## config.mk

```make
export PLATFORM = sky130hd
export DESIGN_NAME = ror_ctrl
export DESIGN_NICKNAME = d
export VERILOG_FILES = /design/src/design/ror_pkg.sv /design/src/design/ror_ctrl.sv
export SDC_FILE = /design/constraint.sdc
export NUM_CORES = 1
export LEC_CHECK = 0
export ABC_AREA = 1
export BUFFER_PORTS_ARGS = -buffer_cell sky130_fd_sc_hd__buf_2
export CAP_MARGIN = 0
export CORE_AREA = 2 2 39 41
export DETAILED_ROUTE_END_ITERATION = 12
export DIE_AREA = 0 0 41 43
export PLACE_DENSITY = 0.48
export SYNTH_ARGS = -nofsm -noshare
export SYNTH_HDL_FRONTEND = slang
export SYNTH_SLANG_ARGS = --single-unit
```

## constraint.sdc

```tcl
create_clock -name clk -period 2.55 [get_ports clk]
set_input_delay 0.51 -clock clk [delete_from_list [all_inputs] [get_ports clk]]
set_output_delay 0.51 -clock clk [all_outputs]
set_load 0.05 [all_outputs]
```

## src/design/ror_pkg.sv

```systemverilog
// shared types and constants of the rectangle outline rasteriser
`timescale 1ns / 1ps
`default_nettype none

package ror_pkg;

	// request kinds carried on s_tuser
	localparam logic [1:0] MODE_CLEAR = 2'd0;
	localparam logic [1:0] MODE_DRAW  = 2'd1;
	localparam logic [1:0] MODE_READ  = 2'd2;

	// stream widths
	localparam int MODE_W     = 2;
	localparam int IN_DATA_W  = 56;
	localparam int OUT_DATA_W = 96;

	// signed working width for row and column arithmetic
	localparam int COORD_W = 14;

	// field widths
	localparam int POS_W   = 12;
	localparam int EXT_W   = 11;
	localparam int ROWSEL_W = 7;
	localparam int CNT_W   = 16;
	localparam int USED_W  = 8;
	localparam int WORD_W  = 64;

	// commands from controller to datapath
	typedef struct packed {
		logic load;      // capture input request
		logic clr;       // empty canvas and counters
		logic init;      // update counters, build column masks
		logic sweep;     // read-modify-write pass over rows
		logic rd;        // read one row for a slice
		logic res_load;  // capture result into output register
	} cmd_t;

	// status from datapath to controller
	typedef struct packed {
		logic [MODE_W-1:0] mode;
		logic              sweep_done;
	} sts_t;

endpackage

`default_nettype wire

```

## src/design/ror_ctrl.sv

```systemverilog
// controller state machine of the rectangle outline rasteriser
`timescale 1ns / 1ps
`default_nettype none

module ror_ctrl (
	input  wire           clk,
	input  wire           arst_n,
	input  wire           s_tvalid,
	output logic          s_tready,
	output logic          m_tvalid,
	input  wire           m_tready,
	input  ror_pkg::sts_t sts,
	output ror_pkg::cmd_t cmd
);
	import ror_pkg::*;

	localparam logic [2:0] S_IDLE   = 3'd0;
	localparam logic [2:0] S_DECODE = 3'd1;
	localparam logic [2:0] S_CLEAR  = 3'd2;
	localparam logic [2:0] S_INIT   = 3'd3;
	localparam logic [2:0] S_SWEEP  = 3'd4;
	localparam logic [2:0] S_READ   = 3'd5;
	localparam logic [2:0] S_DONE   = 3'd6;

	logic [2:0] state_q;
	logic [2:0] state_d;
	logic       out_vld_q;
	logic       slot_free;

	assign slot_free = !out_vld_q || m_tready;
	assign s_tready  = (state_q == S_IDLE);
	assign m_tvalid  = out_vld_q;

	// next state and commands
	always_comb begin
		state_d = state_q;
		cmd     = '0;
		unique case (state_q)
			S_IDLE: begin
				cmd.load = s_tvalid;
				if (s_tvalid) begin
					state_d = S_DECODE;
				end
			end
			S_DECODE: begin
				unique case (sts.mode)
					MODE_CLEAR: state_d = S_CLEAR;
					MODE_DRAW:  state_d = S_INIT;
					MODE_READ:  state_d = S_READ;
					default:    state_d = S_DONE;
				endcase
			end
			S_CLEAR: begin
				cmd.clr = 1'b1;
				state_d = S_DONE;
			end
			S_INIT: begin
				cmd.init = 1'b1;
				state_d  = S_SWEEP;
			end
			S_SWEEP: begin
				cmd.sweep = 1'b1;
				if (sts.sweep_done) begin
					state_d = S_DONE;
				end
			end
			S_READ: begin
				cmd.rd  = 1'b1;
				state_d = S_DONE;
			end
			S_DONE: begin
				cmd.res_load = slot_free;
				if (slot_free) begin
					state_d = S_IDLE;
				end
			end
			default: state_d = S_IDLE;
		endcase
	end

	// state and output valid registers
	always_ff @(posedge clk or negedge arst_n) begin
		if (!arst_n) begin
			state_q   <= S_IDLE;
			out_vld_q <= 1'b0;
		end else begin
			state_q <= state_d;
			if (cmd.res_load) begin
				out_vld_q <= 1'b1;
			end else if (m_tready) begin
				out_vld_q <= 1'b0;
			end
		end
	end

	// a waiting result is never overwritten
	assert property (@(posedge clk) disable iff (!arst_n)
		cmd.res_load |-> (!out_vld_q || m_tready))
		else $error("result loaded over a waiting result");

	// at most one datapath command at a time
	assert property (@(posedge clk) disable iff (!arst_n)
		$onehot0({cmd.load, cmd.clr, cmd.init, cmd.sweep, cmd.rd, cmd.res_load}))
		else $error("conflicting datapath commands");

	// a new request is not taken right after one was taken
	assert property (@(posedge clk) disable iff (!arst_n)
		(s_tvalid && s_tready) |=> !s_tready)
		else $error("request accepted while busy");

	// a result follows a finished sweep
	assert property (@(posedge clk) disable iff (!arst_n)
		(cmd.sweep && sts.sweep_done) |=> (state_q == S_DONE))
		else $error("sweep finished without result stage");

endmodule

`default_nettype wire

```

### After elaboration in Yosys (flattened, before gate mapping)

Index checks and enable logic that the tools add are counted.

* bits in registers: 4
* output and inout port bits: 8

* equality and inequality tests: 11
* multiplexer cells: 13
* reduce and logical (&&, ||, !) cells: 7

Operator list (count)
* $pmux 3 s6: 1
* $eq 3x3->1 const B: 3
* $mux 3: 3
* $pmux 3 s3: 1
* $mux 1: 8
* $eq 3x2->1 const B: 2
* $ne 2x2->1 const B: 3
* $eq 3x1->1 const B: 1
* $logic_not 3->1: 1
* $reduce_and 3->1: 1
* $eq 2x1->1 const B: 1
* $eq 2x2->1 const B: 1
* $logic_not 2->1: 1
* $reduce_bool 2->1: 1
* $reduce_or 2->1: 1
* $logic_not 1->1: 1
* $logic_or 1x1->1: 1

### Logic depth before layout (Yosys ltp)

* depth in word-level cells: 4
* gate-level depth with buffers: 8

### Worst setup path before layout

OpenSTA, ideal clock, no wires.

* path kind: register to output
* start point: register state_q[2]
* end point: output cmd[1] (netlist name)
* arrival time: 1.609 ns
* data required time: 2.040 ns
* path slack: 0.431 ns
* stages on the path, launching flop included: 3
* path buffers: 0
* cells stage by stage: dfrtp_1 > inv_1 > nor3_1

RTL lines
* start, declared: line ror_ctrl.sv:25 `logic [2:0] state_q;`
* start signal, assigned: line ror_ctrl.sv:87 `state_q <= state_d;`
* end, declared: line ror_ctrl.sv:13 `output ror_pkg::cmd_t cmd`

==> metrics.md <==
| Metric | Value |
|---|---|
| Status | `finished, final reports clean` |
| Reg power frac | `20.6%` |
| Seq cells post-synth | `4` |
| Fmax | `544 MHz` |
| Pleak | `0.307 nW` |
| Total gr overflow | `0` |
| Worst reg-to-reg setup slack | `1.33 ns` |
| Clock transition at the registers of the reported paths | `0.04 ns` |
| Max H-tree Level | `1` |
| Synth-to-layout area growth | `31.4%` |
| Pre-CTS WS | `0.948 ns` |
| Slowest cell on crit path | `dfrtp_1` |
| Worst clock skew | `0.00730 ns` |
| Hold buffer count at cts | `0` |
| Unrepaired setup endpoints after global routing | `no` |
| Post-CTS setup buffer count | `0` |
| Crit-path leading delay family | `flip-flops` |
| Synth unique cells | `12` |
| Hpwl dp | `643 microns` |
| Initial core utilization | `25.9%` |
| CTS buffer count | `3` |
| Post-Route WL | `792 microns` |
| Die H | `43 microns` |
| Critical R2R Launch | `state_q[1]` |
| Final slew viol count | `0` |
| Hold Crit Class | `primary input to async pin` |
| R2R cell count | `8` |
| Largest net degree at the start of global routing | `8` |
| GR Layer Usage met1 | `16.0%` |
| Final setup TNS | `0 ns` |
| Worst vdd ir | `363 uV` |
| Yosys Warn Count | `0` |
| DR DRC count | `0` |
| RR Endpoint | `state_q[1]` |
| Avg Cell Area, Syn | `6.53 sq um` |
| Vias/cell | `4.20` |
| Slew margin rel. | `83.4%` |
| Setup CP Type | `register to primary output` |
| Pint | `257 uW` |
| Antenna-violating nets left | `0` |
| Share of the synthesized area in the top cell type | `27.9%` |
| Met2 Track Usage GR | `13.4%` |
| Most frequent CP cell | `nor2_1` |
| Crit path arrival time | `1.33 ns` |
| Part of the power in combinational logic | `67.2%` |
| Die width | `41 microns` |
| First-pass GRT wire length | `1250 microns` |
| Critical Path End Type | `primary output` |
| Final Cycle Share | `72.1%` |
| Die Area | `0.00176 sq mm` |
| Vias in the first global route | `321` |
| Routability congestion estimate | `0.731` |
| Worst Max-Slew Pin Slew | `0.251 ns` |
| CP peak stage delay | `0.44 ns` |
| Post-synthesis sequential area ratio | `27.9%` |
| CP Data Required Time | `2.04 ns` |
| CTS tree | `done` |
| # rows | `14` |
| Initial drt markers | `6` |
| Fraction of final layout cells with drive strength greater than 1 | `25.0%` |
| CP max FO | `7` |
| M3 GR Usage | `6.28%` |
| Antenna violations before repair | `0` |
| Post-layout minimum cycle time | `1.84 ns` |
| PwrDens | `1370 mW/mm^2` |
| GRT Resource Usage Total | `10.8%` |
| Gr busiest metal | `met1` |
| I/O pin cnt | `15` |
| Max-cap violations | `0` |
| Critical path startpoint category | `register` |
| Syn nets | `67` |
| Number of nets in the layout | `86` |
| Sw frac | `60.2%` |
| Port Buffers | `14` |
| Clock Root Buffer | `clkbuf_4` |
| Clock Tree Buf Depth | `2` |
| First-pass iteration count of the detailed router | `3` |
| Final setup violation count | `0` |
| Post-Syn Instances | `55` |
| Post-Syn Area | `359 sq um` |
| DR vias | `370` |
| Fin. Hold Viols | `0` |
| WL per Instance | `9.00 microns` |
| Number of gates resized after CTS | `0` |
| Setup slack after layout | `0.713 ns` |
| Total clock sinks | `4` |
| CP Buf/Inv Count | `1` |
| Diodes inserted | `0` |
| P_sw | `389 uW` |
| Clock power share | `12.2%` |
| Top cells by area, synth | `dfrtp_1 (28%), ha_1 (17%), inv_1 (16%)` |
| Worst-skew pair later-pin latency | `0.24 ns` |
| Core Box Area | `0.00138 sq mm` |
| Post-synth top area cell | `dfrtp_1` |
| CP cell instances | `nor2_1 -> nand2_1 -> nor2_1 -> buf_2` |
kinds of logic after synthesis:
group,count (synthesis),synth area share [%]
AO/OA/AOI/OAI,4,6.27
AND/OR/NAND/NOR,27,32.8
buffers and inverters,15,15.7
adder cells (fa/ha/maj),5,17.4
flip-flops,4,27.9
power groups by stage:
stage / Sequential [mW] / Combinational [mW] / Clock [mW]
final: 0.133 / 0.434 / 0.0789
after global routing: 0.140 / 0.481 / 0.0896
after CTS: 0.134 / 0.439 / 0.0814
after detailed placement: 0.135 / 0.437 / 0
after global placement: 0.131 / 0.438 / 0
after floorplan: 0.152 / 0.319 / 0
worst max-delay path by stage:
stage / slack, ns / depth (start not counted) / to / start
6_report: 0.71 / 4 / cmd[5] / state_q[1]
2_1_floorplan: 0.43 / 2 / cmd[1] / state_q[2]
3_3_place_gp: 0.98 / 4 / cmd[5] / state_q[1]
4_1_cts: 0.69 / 4 / cmd[5] / state_q[1]
3_5_place_dp: 0.95 / 4 / cmd[5] / state_q[1]
5_1_grt: 0.59 / 4 / cmd[5] / state_q[2]
state kept, by name (all words and copies together), names as in the netlist:
register / cells
state_q: 3
m_tvalid: 1
area by class of cell:
cell class | instances | area, sq um
fill | 163 | 912
multi-input combinational | 36 | 203
sequential | 4 | 100
timing repair buffer | 14 | 70.1
inverter | 15 | 56.3
clock buffer | 3 | 22.5
tap | 16 | 20.0
metal layers:
metal  up-vias  wire [microns]
met5         -               0
met4         0               0
met2         9             370
li1        202               -
met1       159             378
met3         0              43
stage by stage:
| stage | instances | hold slack [ns] | util, % | power (mW) | area, sq um |
|---|---|---|---|---|---|
| detailed placement | 85 | 0.318 | 32.5 | 0.573 | 449 |
| finish | 88 | 0.0649 | 34.1 | 0.646 | 472 |
| global route | 88 | 0.0639 | 34.1 | 0.712 | 472 |
| CTS | 88 | 0.0651 | 34.1 | 0.655 | 472 |
| floorplan | 55 | 0.214 | - | 0.471 | 359 |
| global placement | 85 | 0.316 | 32.5 | 0.569 | 449 |
cell usage after synthesis (all sizes together):
library cell,instances
dfrtp,4
o21ai,3
inv,15
ha,5
nor3,3
nand2,9
nor2,8
o21bai,1
nand3,6
nand4,1
placed cells by master (no fill, tap or decap):
cell type	instances
nor2_2	1
nand3_1	6
nand2_1	9
dfrtp_1	4
nand4_1	1
o21bai_1	1
nor3_1	3
o21ai_0	2
o21ai_1	1
inv_1	15
ha_1	5
clkbuf_4	3
nor2_1	7
buf_2	14
Note: power is estimated with default switching activity, not from simulation.
